File: src/rtl/core/pdws_pkg.sv
`timescale 1ns / 1ps
// ----------------------------------------------------------------------------
// pdws_pkg
// shared types and constants of the pulse detector with window statistics
// ----------------------------------------------------------------------------
package pdws_pkg;

  localparam int SampleBits = 12;
  localparam int CountBits  = 32;
  localparam int LevelBits  = 13;
  localparam int SumBits    = 45;
  localparam int StampBits  = 32;
  localparam int QuotBits   = SumBits;

  localparam logic signed [LevelBits-1:0] LevelMax = 13'sd4095;
  localparam logic signed [LevelBits-1:0] LevelMin = -13'sd4095;
  localparam logic [CountBits-1:0] CountLimit = {CountBits{1'b1}};

  typedef enum logic [1:0] {
    OpSample     = 2'd0,
    OpReadWindow = 2'd1,
    OpReadPulse  = 2'd2,
    OpUnused     = 2'd3
  } op_e;

  // controller to datapath
  typedef struct packed {
    logic load;       // capture the input word
    logic sample;     // apply the sample update
    logic div_start;  // start division
    logic div_sel;    // 0 window average, 1 run average
    logic save;       // commit finished run to held pulse
    logic rd_window;  // latch window result and clear
    logic rd_pulse;   // latch pulse result and clear
    logic status;     // latch status fields
  } cmd_t;

  // datapath to controller
  typedef struct packed {
    logic div_done;
    logic pulse_end;  // current sample closes a pulse
    logic save_ok;    // finished run replaces held pulse
    op_e  op;
  } stat_t;

endpackage

File: src/rtl/core/pdws_div.sv
`timescale 1ns / 1ps
// ----------------------------------------------------------------------------
// pdws_div
// restoring signed divider, one quotient bit per cycle, truncating
// ----------------------------------------------------------------------------
module pdws_div (
  input  logic                                    clk_i,
  input  logic                                    rst_ni,
  input  logic                                    start_i,
  input  logic signed [pdws_pkg::SumBits-1:0]     dividend_i,
  input  logic        [pdws_pkg::CountBits-1:0]   divisor_i,
  output logic                                    done_o,
  output logic signed [pdws_pkg::LevelBits-1:0]   quot_o
);

  localparam int QB = pdws_pkg::QuotBits;
  localparam int CB = pdws_pkg::CountBits;
  localparam int IB = $clog2(QB + 1);

  logic          busy_q, busy_d;
  logic [IB-1:0] cnt_q, cnt_d;
  logic [QB-1:0] quo_q, quo_d;
  logic [CB:0]   rem_q, rem_d;
  logic [CB-1:0] dvs_q, dvs_d;
  logic          neg_q, neg_d;
  logic          done_q, done_d;
  logic [CB:0]   shifted;
  logic [QB-1:0] mag;
  logic [QB-1:0] res;

  assign mag     = dividend_i[QB-1] ? QB'(-dividend_i) : QB'(dividend_i);
  assign shifted = {rem_q[CB-1:0], quo_q[QB-1]};
  assign res     = neg_q ? QB'(-quo_q) : quo_q;
  assign quot_o  = res[pdws_pkg::LevelBits-1:0];
  assign done_o  = done_q;

  always_comb begin
    busy_d = busy_q;
    cnt_d  = cnt_q;
    quo_d  = quo_q;
    rem_d  = rem_q;
    dvs_d  = dvs_q;
    neg_d  = neg_q;
    done_d = 1'b0;
    if (start_i) begin
      busy_d = 1'b1;
      cnt_d  = IB'(QB);
      quo_d  = mag;
      rem_d  = '0;
      dvs_d  = divisor_i;
      neg_d  = dividend_i[QB-1];
      if (divisor_i == '0) begin
        busy_d = 1'b0;
        quo_d  = '0;
        done_d = 1'b1;
      end
    end else if (busy_q) begin
      if (shifted >= {1'b0, dvs_q}) begin
        rem_d = shifted - {1'b0, dvs_q};
        quo_d = {quo_q[QB-2:0], 1'b1};
      end else begin
        rem_d = shifted;
        quo_d = {quo_q[QB-2:0], 1'b0};
      end
      cnt_d = cnt_q - 1'b1;
      if (cnt_q == IB'(1)) begin
        busy_d = 1'b0;
        done_d = 1'b1;
      end
    end
  end

  always_ff @(posedge clk_i or negedge rst_ni) begin
    if (!rst_ni) begin
      busy_q <= 1'b0;
      done_q <= 1'b0;
      cnt_q  <= '0;
    end else begin
      busy_q <= busy_d;
      done_q <= done_d;
      cnt_q  <= cnt_d;
    end
  end

  always_ff @(posedge clk_i) begin
    quo_q <= quo_d;
    rem_q <= rem_d;
    dvs_q <= dvs_d;
    neg_q <= neg_d;
  end

endmodule

File: src/rtl/core/pdws_datapath.sv
`timescale 1ns / 1ps
// ----------------------------------------------------------------------------
// pdws_datapath
// window and pulse state, trigger register and result word
// ----------------------------------------------------------------------------
module pdws_datapath (
  input  logic                                   clk_i,
  input  logic                                   rst_ni,
  input  pdws_pkg::cmd_t                         cmd_i,
  output pdws_pkg::stat_t                        stat_o,
  input  logic [1:0]                             opcode_i,
  input  logic [pdws_pkg::SampleBits-1:0]        sample_i,
  input  logic [pdws_pkg::SampleBits-1:0]        offset_i,
  input  logic [pdws_pkg::StampBits-1:0]         stamp_i,
  input  logic                                   trig_we_i,
  input  logic [pdws_pkg::LevelBits-1:0]         trig_i,
  output logic [pdws_pkg::LevelBits-1:0]         trig_o,
  output logic [225:0]                           result_o
);

  localparam int LB = pdws_pkg::LevelBits;
  localparam int SB = pdws_pkg::SumBits;
  localparam int CB = pdws_pkg::CountBits;
  localparam int TB = pdws_pkg::StampBits;

  logic signed [LB-1:0] trig_q;
  logic [1:0]           op_q;
  logic signed [LB-1:0] sig_q;
  logic [TB-1:0]        ts_q;

  logic signed [SB-1:0] wsum_q;
  logic [CB-1:0]        wcnt_q;
  logic signed [LB-1:0] wlow_q, whigh_q;
  logic                 inp_q;
  logic signed [SB-1:0] rsum_q;
  logic [CB-1:0]        rcnt_q;
  logic signed [LB-1:0] rpeak_q;
  logic [TB-1:0]        rstart_q;
  logic [TB-1:0]        hstart_q, hlen_q, hnum_q;
  logic signed [LB-1:0] hpeak_q, hmean_q;
  logic [TB-1:0]        pcnt_q, lsaved_q;

  logic signed [LB-1:0] r_wmin_q, r_wave_q, r_wmax_q, r_ppeak_q, r_pmean_q;
  logic [TB-1:0]        r_pstart_q, r_plen_q, r_pnum_q, r_next_q, r_last_q;
  logic                 r_in_q;

  logic signed [LB:0]   diff;
  logic signed [LB-1:0] sig;
  logic                 div_done;
  logic signed [LB-1:0] quot;
  logic signed [SB-1:0] div_a;
  logic [CB-1:0]        div_b;
  logic                 rec;

  assign diff = $signed({2'b00, sample_i}) - $signed({2'b00, offset_i});
  always_comb begin
    if (diff > $signed({pdws_pkg::LevelMax[LB-1], pdws_pkg::LevelMax})) begin
      sig = pdws_pkg::LevelMax;
    end else if (diff < $signed({pdws_pkg::LevelMin[LB-1], pdws_pkg::LevelMin})) begin
      sig = pdws_pkg::LevelMin;
    end else begin
      sig = diff[LB-1:0];
    end
  end

  assign div_a = cmd_i.div_sel ? rsum_q : wsum_q;
  assign div_b = cmd_i.div_sel ? rcnt_q : wcnt_q;

  pdws_div u_div (
    .clk_i      (clk_i),
    .rst_ni     (rst_ni),
    .start_i    (cmd_i.div_start),
    .dividend_i (div_a),
    .divisor_i  (div_b),
    .done_o     (div_done),
    .quot_o     (quot)
  );

  // run is recorded when a pulse opens, continues or closes
  assign rec = inp_q || (sig_q >= trig_q);

  assign stat_o.div_done  = div_done;
  assign stat_o.pulse_end = inp_q && (sig_q < trig_q);
  assign stat_o.save_ok   = hlen_q <= rcnt_q;
  assign stat_o.op        = pdws_pkg::op_e'(op_q);
  assign trig_o           = trig_q;

  assign result_o = {r_in_q, r_last_q, r_next_q, r_pnum_q, r_pmean_q, r_ppeak_q,
                     r_plen_q, r_pstart_q, r_wmax_q, r_wave_q, r_wmin_q};

  always_ff @(posedge clk_i or negedge rst_ni) begin
    if (!rst_ni) begin
      trig_q   <= '0;
      wsum_q   <= '0;
      wcnt_q   <= '0;
      wlow_q   <= pdws_pkg::LevelMax;
      whigh_q  <= pdws_pkg::LevelMin;
      inp_q    <= 1'b0;
      rsum_q   <= '0;
      rcnt_q   <= '0;
      rpeak_q  <= '0;
      rstart_q <= '0;
      hstart_q <= '0;
      hlen_q   <= '0;
      hpeak_q  <= '0;
      hmean_q  <= '0;
      hnum_q   <= '0;
      pcnt_q   <= TB'(1);
      lsaved_q <= '0;
    end else begin
      if (trig_we_i) begin
        trig_q <= trig_i;
      end
      if (cmd_i.sample) begin
        if (wcnt_q != pdws_pkg::CountLimit) begin
          wsum_q <= wsum_q + SB'(sig_q);
          wcnt_q <= wcnt_q + 1'b1;
        end
        if (sig_q < wlow_q) begin
          wlow_q <= sig_q;
        end
        if (sig_q > whigh_q) begin
          whigh_q <= sig_q;
        end
        if (!inp_q && sig_q >= trig_q) begin
          inp_q    <= 1'b1;
          rstart_q <= ts_q;
        end
        if (rec) begin
          if (rcnt_q != pdws_pkg::CountLimit) begin
            rsum_q <= rsum_q + SB'(sig_q);
            rcnt_q <= rcnt_q + 1'b1;
          end
          if (sig_q > rpeak_q) begin
            rpeak_q <= sig_q;
          end
        end
      end
      if (cmd_i.save) begin
        if (hlen_q <= rcnt_q) begin
          lsaved_q <= pcnt_q - 1'b1;
          hnum_q   <= pcnt_q;
          pcnt_q   <= pcnt_q + 1'b1;
          hstart_q <= rstart_q;
          hlen_q   <= rcnt_q;
          hpeak_q  <= rpeak_q;
          hmean_q  <= quot;
        end
        rsum_q   <= '0;
        rcnt_q   <= '0;
        rpeak_q  <= '0;
        rstart_q <= '0;
        inp_q    <= 1'b0;
      end
      if (cmd_i.rd_window) begin
        wsum_q  <= '0;
        wcnt_q  <= '0;
        wlow_q  <= pdws_pkg::LevelMax;
        whigh_q <= pdws_pkg::LevelMin;
      end
      if (cmd_i.rd_pulse) begin
        hstart_q <= '0;
        hlen_q   <= '0;
        hpeak_q  <= '0;
        hmean_q  <= '0;
        hnum_q   <= '0;
      end
    end
  end

  always_ff @(posedge clk_i) begin
    if (cmd_i.load) begin
      op_q  <= opcode_i;
      sig_q <= sig;
      ts_q  <= stamp_i;
      r_wmin_q   <= '0;
      r_wave_q   <= '0;
      r_wmax_q   <= '0;
      r_pstart_q <= '0;
      r_plen_q   <= '0;
      r_ppeak_q  <= '0;
      r_pmean_q  <= '0;
      r_pnum_q   <= '0;
    end
    if (cmd_i.rd_window) begin
      r_wmin_q <= wlow_q;
      r_wave_q <= quot;
      r_wmax_q <= whigh_q;
    end
    if (cmd_i.rd_pulse) begin
      r_pstart_q <= hstart_q;
      r_plen_q   <= hlen_q;
      r_ppeak_q  <= hpeak_q;
      r_pmean_q  <= hmean_q;
      r_pnum_q   <= hnum_q;
    end
    if (cmd_i.status) begin
      r_next_q <= pcnt_q;
      r_last_q <= lsaved_q;
      r_in_q   <= inp_q;
    end
  end

endmodule

File: src/rtl/core/pdws_ctrl.sv
`timescale 1ns / 1ps
// ----------------------------------------------------------------------------
// pdws_ctrl
// sequencer for one word: update, divide, commit, present result
// ----------------------------------------------------------------------------
module pdws_ctrl (
  input  logic            clk_i,
  input  logic            rst_ni,
  input  logic            in_valid_i,
  output logic            in_ready_o,
  output logic            out_valid_o,
  input  logic            out_ready_i,
  input  pdws_pkg::stat_t stat_i,
  output pdws_pkg::cmd_t  cmd_o
);

  typedef enum logic [6:0] {
    StIdle   = 7'b0000001,
    StDecode = 7'b0000010,
    StWinDiv = 7'b0000100,
    StRunChk = 7'b0001000,
    StRunDiv = 7'b0010000,
    StStatus = 7'b0100000,
    StOut    = 7'b1000000
  } state_e;

  state_e state_q, state_d;

  assign in_ready_o  = state_q == StIdle;
  assign out_valid_o = state_q == StOut;

  always_comb begin
    state_d = state_q;
    cmd_o   = '0;
    unique case (state_q)
      StIdle: begin
        if (in_valid_i) begin
          cmd_o.load = 1'b1;
          state_d    = StDecode;
        end
      end
      StDecode: begin
        unique case (stat_i.op)
          pdws_pkg::OpSample: begin
            cmd_o.sample = 1'b1;
            state_d      = StRunChk;
            if (!stat_i.pulse_end) begin
              state_d = StStatus;
            end
          end
          pdws_pkg::OpReadWindow: begin
            cmd_o.div_start = 1'b1;
            state_d         = StWinDiv;
          end
          pdws_pkg::OpReadPulse: begin
            cmd_o.rd_pulse = 1'b1;
            state_d        = StStatus;
          end
          default: state_d = StStatus;
        endcase
      end
      StWinDiv: begin
        if (stat_i.div_done) begin
          cmd_o.rd_window = 1'b1;
          state_d         = StStatus;
        end
      end
      StRunChk: begin
        if (stat_i.save_ok) begin
          cmd_o.div_start = 1'b1;
          cmd_o.div_sel   = 1'b1;
          state_d         = StRunDiv;
        end else begin
          cmd_o.save = 1'b1;
          state_d    = StStatus;
        end
      end
      StRunDiv: begin
        cmd_o.div_sel = 1'b1;
        if (stat_i.div_done) begin
          cmd_o.save = 1'b1;
          state_d    = StStatus;
        end
      end
      StStatus: begin
        cmd_o.status = 1'b1;
        state_d      = StOut;
      end
      StOut: begin
        if (out_ready_i) begin
          state_d = StIdle;
        end
      end
      default: state_d = StIdle;
    endcase
  end

  always_ff @(posedge clk_i or negedge rst_ni) begin
    if (!rst_ni) begin
      state_q <= StIdle;
    end else begin
      state_q <= state_d;
    end
  end

endmodule

File: src/rtl/core/pulse_detector_with_window_stats_core.sv
`timescale 1ns / 1ps
// ----------------------------------------------------------------------------
// pulse_detector_with_window_stats_core
// pulse detector with window min, max and average
// ----------------------------------------------------------------------------
// One word at a time. A sample word passes decode and status; one that ends
// a pulse also passes the run check and, when the run replaces the held one,
// waits for the divider as well; a window read waits for the divider; a pulse read does not.
// The long cases come from the bit-serial divider that forms averages, one
// quotient bit per cycle over the 45-bit sum. The result is held in the
// output register until taken.
module pulse_detector_with_window_stats_core (
  input  logic         clk_i,
  input  logic         rst_ni,
  input  logic         s_axis_tvalid_i,
  output logic         s_axis_tready_o,
  // sample_level[11:0], offset_level[23:12], timestamp[55:24]
  input  logic [55:0]  s_axis_tdata_i,
  // opcode[1:0]
  input  logic [1:0]   s_axis_tuser_i,
  output logic         m_axis_tvalid_o,
  input  logic         m_axis_tready_i,
  // window_min, window_ave, window_max, pulse_start_time, pulse_length,
  // pulse_peak, pulse_mean, pulse_number, next_pulse_number,
  // last_saved_number, inside_pulse[225], zero fill to 232
  output logic [231:0] m_axis_tdata_o,
  input  logic         psel,
  input  logic         penable,
  input  logic         pwrite,
  input  logic [1:0]   paddr,
  input  logic [31:0]  pwdata,
  output logic [31:0]  prdata,
  output logic         pready
);

  pdws_pkg::cmd_t  cmd;
  pdws_pkg::stat_t stat;
  logic [pdws_pkg::LevelBits-1:0] trig;
  logic [225:0] result;
  logic         trig_we;

  assign pready  = 1'b1;
  assign trig_we = psel && penable && pwrite && (paddr == 2'd0);
  assign prdata  = (paddr == 2'd0) ? {{19{trig[12]}}, trig} : 32'd0;
  assign m_axis_tdata_o = {6'b000000, result};

  pdws_ctrl u_ctrl (
    .clk_i       (clk_i),
    .rst_ni      (rst_ni),
    .in_valid_i  (s_axis_tvalid_i),
    .in_ready_o  (s_axis_tready_o),
    .out_valid_o (m_axis_tvalid_o),
    .out_ready_i (m_axis_tready_i),
    .stat_i      (stat),
    .cmd_o       (cmd)
  );

  pdws_datapath u_dp (
    .clk_i     (clk_i),
    .rst_ni    (rst_ni),
    .cmd_i     (cmd),
    .stat_o    (stat),
    .opcode_i  (s_axis_tuser_i),
    .sample_i  (s_axis_tdata_i[11:0]),
    .offset_i  (s_axis_tdata_i[23:12]),
    .stamp_i   (s_axis_tdata_i[55:24]),
    .trig_we_i (trig_we),
    .trig_i    (pwdata[12:0]),
    .trig_o    (trig),
    .result_o  (result)
  );

endmodule

File: config.mk
export PLATFORM = sky130hd
export DESIGN_NAME = pulse_detector_with_window_stats_core
export DESIGN_NICKNAME = d
export VERILOG_FILES = /design/src/rtl/core/pdws_pkg.sv /design/src/rtl/core/pdws_div.sv /design/src/rtl/core/pdws_datapath.sv /design/src/rtl/core/pdws_ctrl.sv /design/src/rtl/core/pulse_detector_with_window_stats_core.sv
export SDC_FILE = /design/constraint.sdc
export NUM_CORES = 2
export LEC_CHECK = 0
export BUFFER_PORTS_ARGS = -buffer_cell sky130_fd_sc_hd__buf_2
export CAP_MARGIN = 5
export CORE_AREA = 5 5 286 288
export CTS_CLUSTER_DIAMETER = 200
export CTS_CLUSTER_SIZE = 12
export DETAILED_ROUTE_END_ITERATION = 8
export DIE_AREA = 0 0 291 293
export PLACE_DENSITY = 0.76
export SYNTH_ARGS = -nofsm -noshare
export SYNTH_HDL_FRONTEND = slang
export SYNTH_SLANG_ARGS = --single-unit
File: constraint.sdc
create_clock -name clk_i -period 6.6 [get_ports clk_i]
set_input_delay 0.33 -clock clk_i [delete_from_list [all_inputs] [get_ports clk_i]]
set_output_delay 0.33 -clock clk_i [all_outputs]
set_load 0.005 [all_outputs]
==> run_results.csv <==
group,metric,value,unit
status,outcome,"complete, no violations",
timing,post-route-min-period,5.15,ns
global_route,gr-usage-met3,3.44,%
power,combPwrFrac,38.4,%
finish,nets,4850,
floorplan,fp-row-count,103,
timing,slew_headroom,21.2,%
setup_path,cp_data_arrival_time,5.53,ns
global_route,grt_pass1_wl,175,mm
setup_path,worst-setup-path-type,"flip-flop to flip-flop",
logic_synthesis,syn_area_per_cell,10.3,um2
placement,routabilityCongestion,0.918,
finish,drive_gt1_share,12.9,%
setup_path,slowest_delay,0.52,ns
cts,cts-buffers-inserted,78,
cts,cts_tree,"done",
global_route,grt_pass1_vias,32100,
logic_synthesis,synth_largest_area_cell,"dfrtp_1",
hold_path,min_path_type,"input pin to flip-flop",
setup_path,cp_data_required_time,6.98,ns
route,dr.pass1.iters,6,
power,p_leak,21.6,nW
global_route,grtUsageTotal,25.1,%
global_route,overflow,0,
finish,final_common_cell,"dfrtp_1",
floorplan,design.core.area,78600,um2
route,wire_per_inst,19.7,um
timing,fmax,0.194,GHz
logic_synthesis,ys_seq_area_share,50.8,%
cts,htree_levels,3,
global_route,grt_busiest_layer,"met2",
setup_path,crit_chain,"inv_1 > ha_1 > nand4_1 > nor4_2 > nand3_1 > nor2_1 > nor2_1 > buf_4 > nand2_4 > mux2i_1 > ha_1 > nand3_1 > nor4_1 > nand2_1 > nor3_1 > mux2i_1 > o21ai_0 > mux2i_1 > nor2_1",
cts,clk_pin_slew_worst_paths,0.06,ns
finish,mostFrequentLayoutCells,"dfrtp_1, nand2_1, edfxtp_1, buf_2, nor2_1",
placement,port-buffer-count,339,
route,ant_nets,0,
finish,syn_to_final_growth,12.1,%
setup_path,r2r_start,"u_dp.rcnt_q[31]$_DFFE_PN0P_",
logic_synthesis,ys_ff_latch,823,
logic_synthesis,async_flop_share,53.5,%
logic_synthesis,synth_edf_count,351,
power,switching_share,37.8,%
global_route,met1_usage,34.1,%
power,p_per_area,391,nW/um2
cts,worstSkewPairLatency,0.63,ns
route,drt-total-wl,111,mm
setup_path,slowest_stage,"nor4_2",
floorplan,ios,366,
global_route,grt_max_degree,155,
cts,cts_setup_buffers,0,
global_route,met2_usage,41.0,%
power,p_total,19.1,mW
logic_synthesis,netlist_instances,4242,
run,drv_cap,0,
cts,root_buffer,"clkbuf_16",
route,drt_iter0_drc,2715,
hold_path,hp-start,"s_axis_tvalid_i",
power,power_switching,7.22,mW
timing,fin_skew,0.0468,ns
timing,rsz0062_at_grt,"false",
route,drt_drc_violations_left,0,
global_route,antenna_found_initial,1,
logic_synthesis,synth_warnings,0,
logic_synthesis,synth.area.top_cells,"dfrtp_1, edfxtp_1, ha_1, xnor2_1, nand2_1",
setup_path,crit_fanout,10,
power,pwr-share-seq,39.4,%
route,vias,33400,
power,clkPwrFrac,22.1,%
cts,cts_resized,0,
logic_synthesis,ys.flop_type,"dfrtp_1",
power,peakVddDrop,0.251,mV
cts,cts_hold_buffers,49,
setup_path,worstSetupStartpoint,"u_dp.rcnt_q[31]$_DFFE_PN0P_",
logic_synthesis,synthesis.area,43700,um2
setup_path,startpoint_type,"flip-flop",
power,p_int,11.9,mW
route,via_per_inst,5.91,
cts,clk_path_buf_depth,3,
timing,timing.final.crit_share,78.0,%
timing,worstMarginPinSlew,1.18,ns
floorplan,dieArea,85300,um2
timing,final-setup-viol-count,0,
floorplan,dieHeight,293,um
floorplan,start_util,55.6,%
setup_path,endpoint_kind,"flip-flop",
cts,cts.sink_count,823,
timing,hold_violations,0,
placement,place_hpwl,76.4,mm
logic_synthesis,synth.top_cell.area_share,24.3,%
floorplan,dieWidth,291,um
logic_synthesis,synth.distinct_cells,90,
timing,final_max_slew_viol_count,0,
timing,setup-tns-final,0,ns
==> worst paths after layout <==
| kind | cells after the start | to | slack [ns] |
|---|---|---|---|
| max | 19 | u_dp.u_div.quo_q[36]$_DFFE_PP_ | 1.45 |
| min in group asynchronous | 2 | u_dp.hnum_q[29]$_DFFE_PN0P_ | 0.31 |
| min reg2reg | 2 | u_dp.rstart_q[18]$_DFFE_PN0P_ | 0.43 |
| max in group asynchronous | 3 | u_dp.rsum_q[36]$_DFFE_PN0P_ | 4.79 |
| min | 3 | u_ctrl.state_q[5]$_DFFE_PN0P_ | 0.16 |
| max reg2reg | 19 | u_dp.u_div.quo_q[36]$_DFFE_PP_ | 1.45 |
==> logic make-up (layout without fill, tap and decap cells) <==
| group | count (synthesis) | after routing | share of synthesized area [%] |
|---|---|---|---|
| AOI/OAI and AO/OA | 904 | 904 | 13.2 |
| other | 2 | 8 | 0.0172 |
| and+or+nand+nor | 1440 | 1440 | 16.2 |
| DFF | 823 | 823 | 50.8 |
| muxes | 148 | 148 | 3.55 |
| buffers and inverters | 421 | 763 | 4.03 |
| adders and majority gates | 228 | 228 | 6.60 |
| xor gates and xnor gates | 276 | 276 | 5.53 |
==> stage by stage <==
step           area, um2  std cells  utilization [%]  setup slack [ns]  hold slack (ns)
2_1_floorplan      43700       4247                -              1.64           0.0344
3_3_place_gp       46100       5444             58.7              1.74            0.425
3_5_place_dp       46100       5444             58.7              1.66            0.431
4_1_cts            49000       5639             62.3              1.56            0.111
5_1_grt            49000       5640             62.3              1.22            0.162
6_report           49000       5640             62.3              1.45            0.157
==> synth_stat cells (all sizes together) (6+ instances only) <==
| cell type | number |
|---|---|
| dfrtp | 424 |
| nand2 | 392 |
| edfxtp | 351 |
| o21ai | 296 |
| nor2 | 279 |
| nand3 | 235 |
| ha | 224 |
| a21oi | 209 |
| inv | 190 |
| xnor2 | 168 |
| clkbuf | 155 |
| and2 | 139 |
| xor2 | 108 |
| a21o | 102 |
| mux2i | 95 |
| nor3 | 93 |
| buf | 76 |
| a32o | 56 |
| nor4 | 55 |
| mux2 | 53 |
| nand4 | 53 |
| o31ai | 48 |
| and3 | 43 |
| or3 | 38 |
| dfxtp | 32 |
| nand2b | 32 |
| o21a | 31 |
| a211oi | 29 |
| nor2b | 26 |
| a31oi | 21 |
| o211ai | 19 |
| o21bai | 19 |
| dfstp | 16 |
| or4 | 12 |
| or2 | 11 |
| o41ai | 8 |
| nor3b | 7 |
| a2111oi | 6 |
| a21boi | 6 |
| a31o | 6 |
| o22ai | 6 |
==> registers in the layout (all words and copies together), names as in the netlist, 32 cells and up <==
| name | cells |
|---|---|
| u_dp.rsum_q | 45 |
| u_dp.u_div.quo_q | 45 |
| u_dp.r_next_q | 32 |
| u_dp.pcnt_q | 32 |
| u_dp.rcnt_q | 32 |
| u_dp.r_pstart_q | 32 |
| u_dp.hstart_q | 32 |
| u_dp.hnum_q | 32 |
| u_dp.wcnt_q | 32 |
| u_dp.r_last_q | 32 |
| u_dp.u_div.rem_q | 32 |
| u_dp.wsum_q | 45 |
| u_dp.u_div.dvs_q | 32 |
| u_dp.r_pnum_q | 32 |
| u_dp.lsaved_q | 32 |
| u_dp.hlen_q | 32 |
| u_dp.ts_q | 32 |
| u_dp.rstart_q | 32 |
| u_dp.r_plen_q | 32 |
==> metal layers <==
metal,vias to the layer above,part of all wire (%)
met5,-,0
met4,0,4.8
met3,284,6.8
met2,1209,47
met1,16100,42
li1,15800,-
==> worst max-delay path: cells and delay by family, from the launching register on <==
family / cells / cell delay (ns)
AO/OA/AOI/OAI: 1 / 0.34
adder cells (fa/ha/maj): 2 / 0.71
buffers and inverters: 2 / 0.38
flip-flops: 1 / 0.51
multiplexers: 3 / 0.68
AND/OR/NAND/NOR: 11 / 2.27
==> area by class of cell <==
class                           instances  area (um2)
Timing Repair Buffer                  427        2510
Clock inverter                          8         180
Antenna cell                            1        2.50
Sequential cell                       823       22200
Fill cell                            6257       29600
Multi-Input combinational cell       3003       19900
Clock buffer                          138        2180
Inverter                              190         713
Tap cell                             1050        1310
==> power by group through the flow <==
stage / logic [mW] / clock network [mW] / registers (mW)
6_report: 7.35 / 4.24 / 7.55
5_1_grt: 8.23 / 4.53 / 7.65
4_1_cts: 7.33 / 4.30 / 7.52
3_5_place_dp: 7.25 / 0 / 7.61
3_3_place_gp: 7.09 / 0 / 7.57
2_1_floorplan: 5.48 / 0 / 7.31
(Power assumes the default switching activity.)
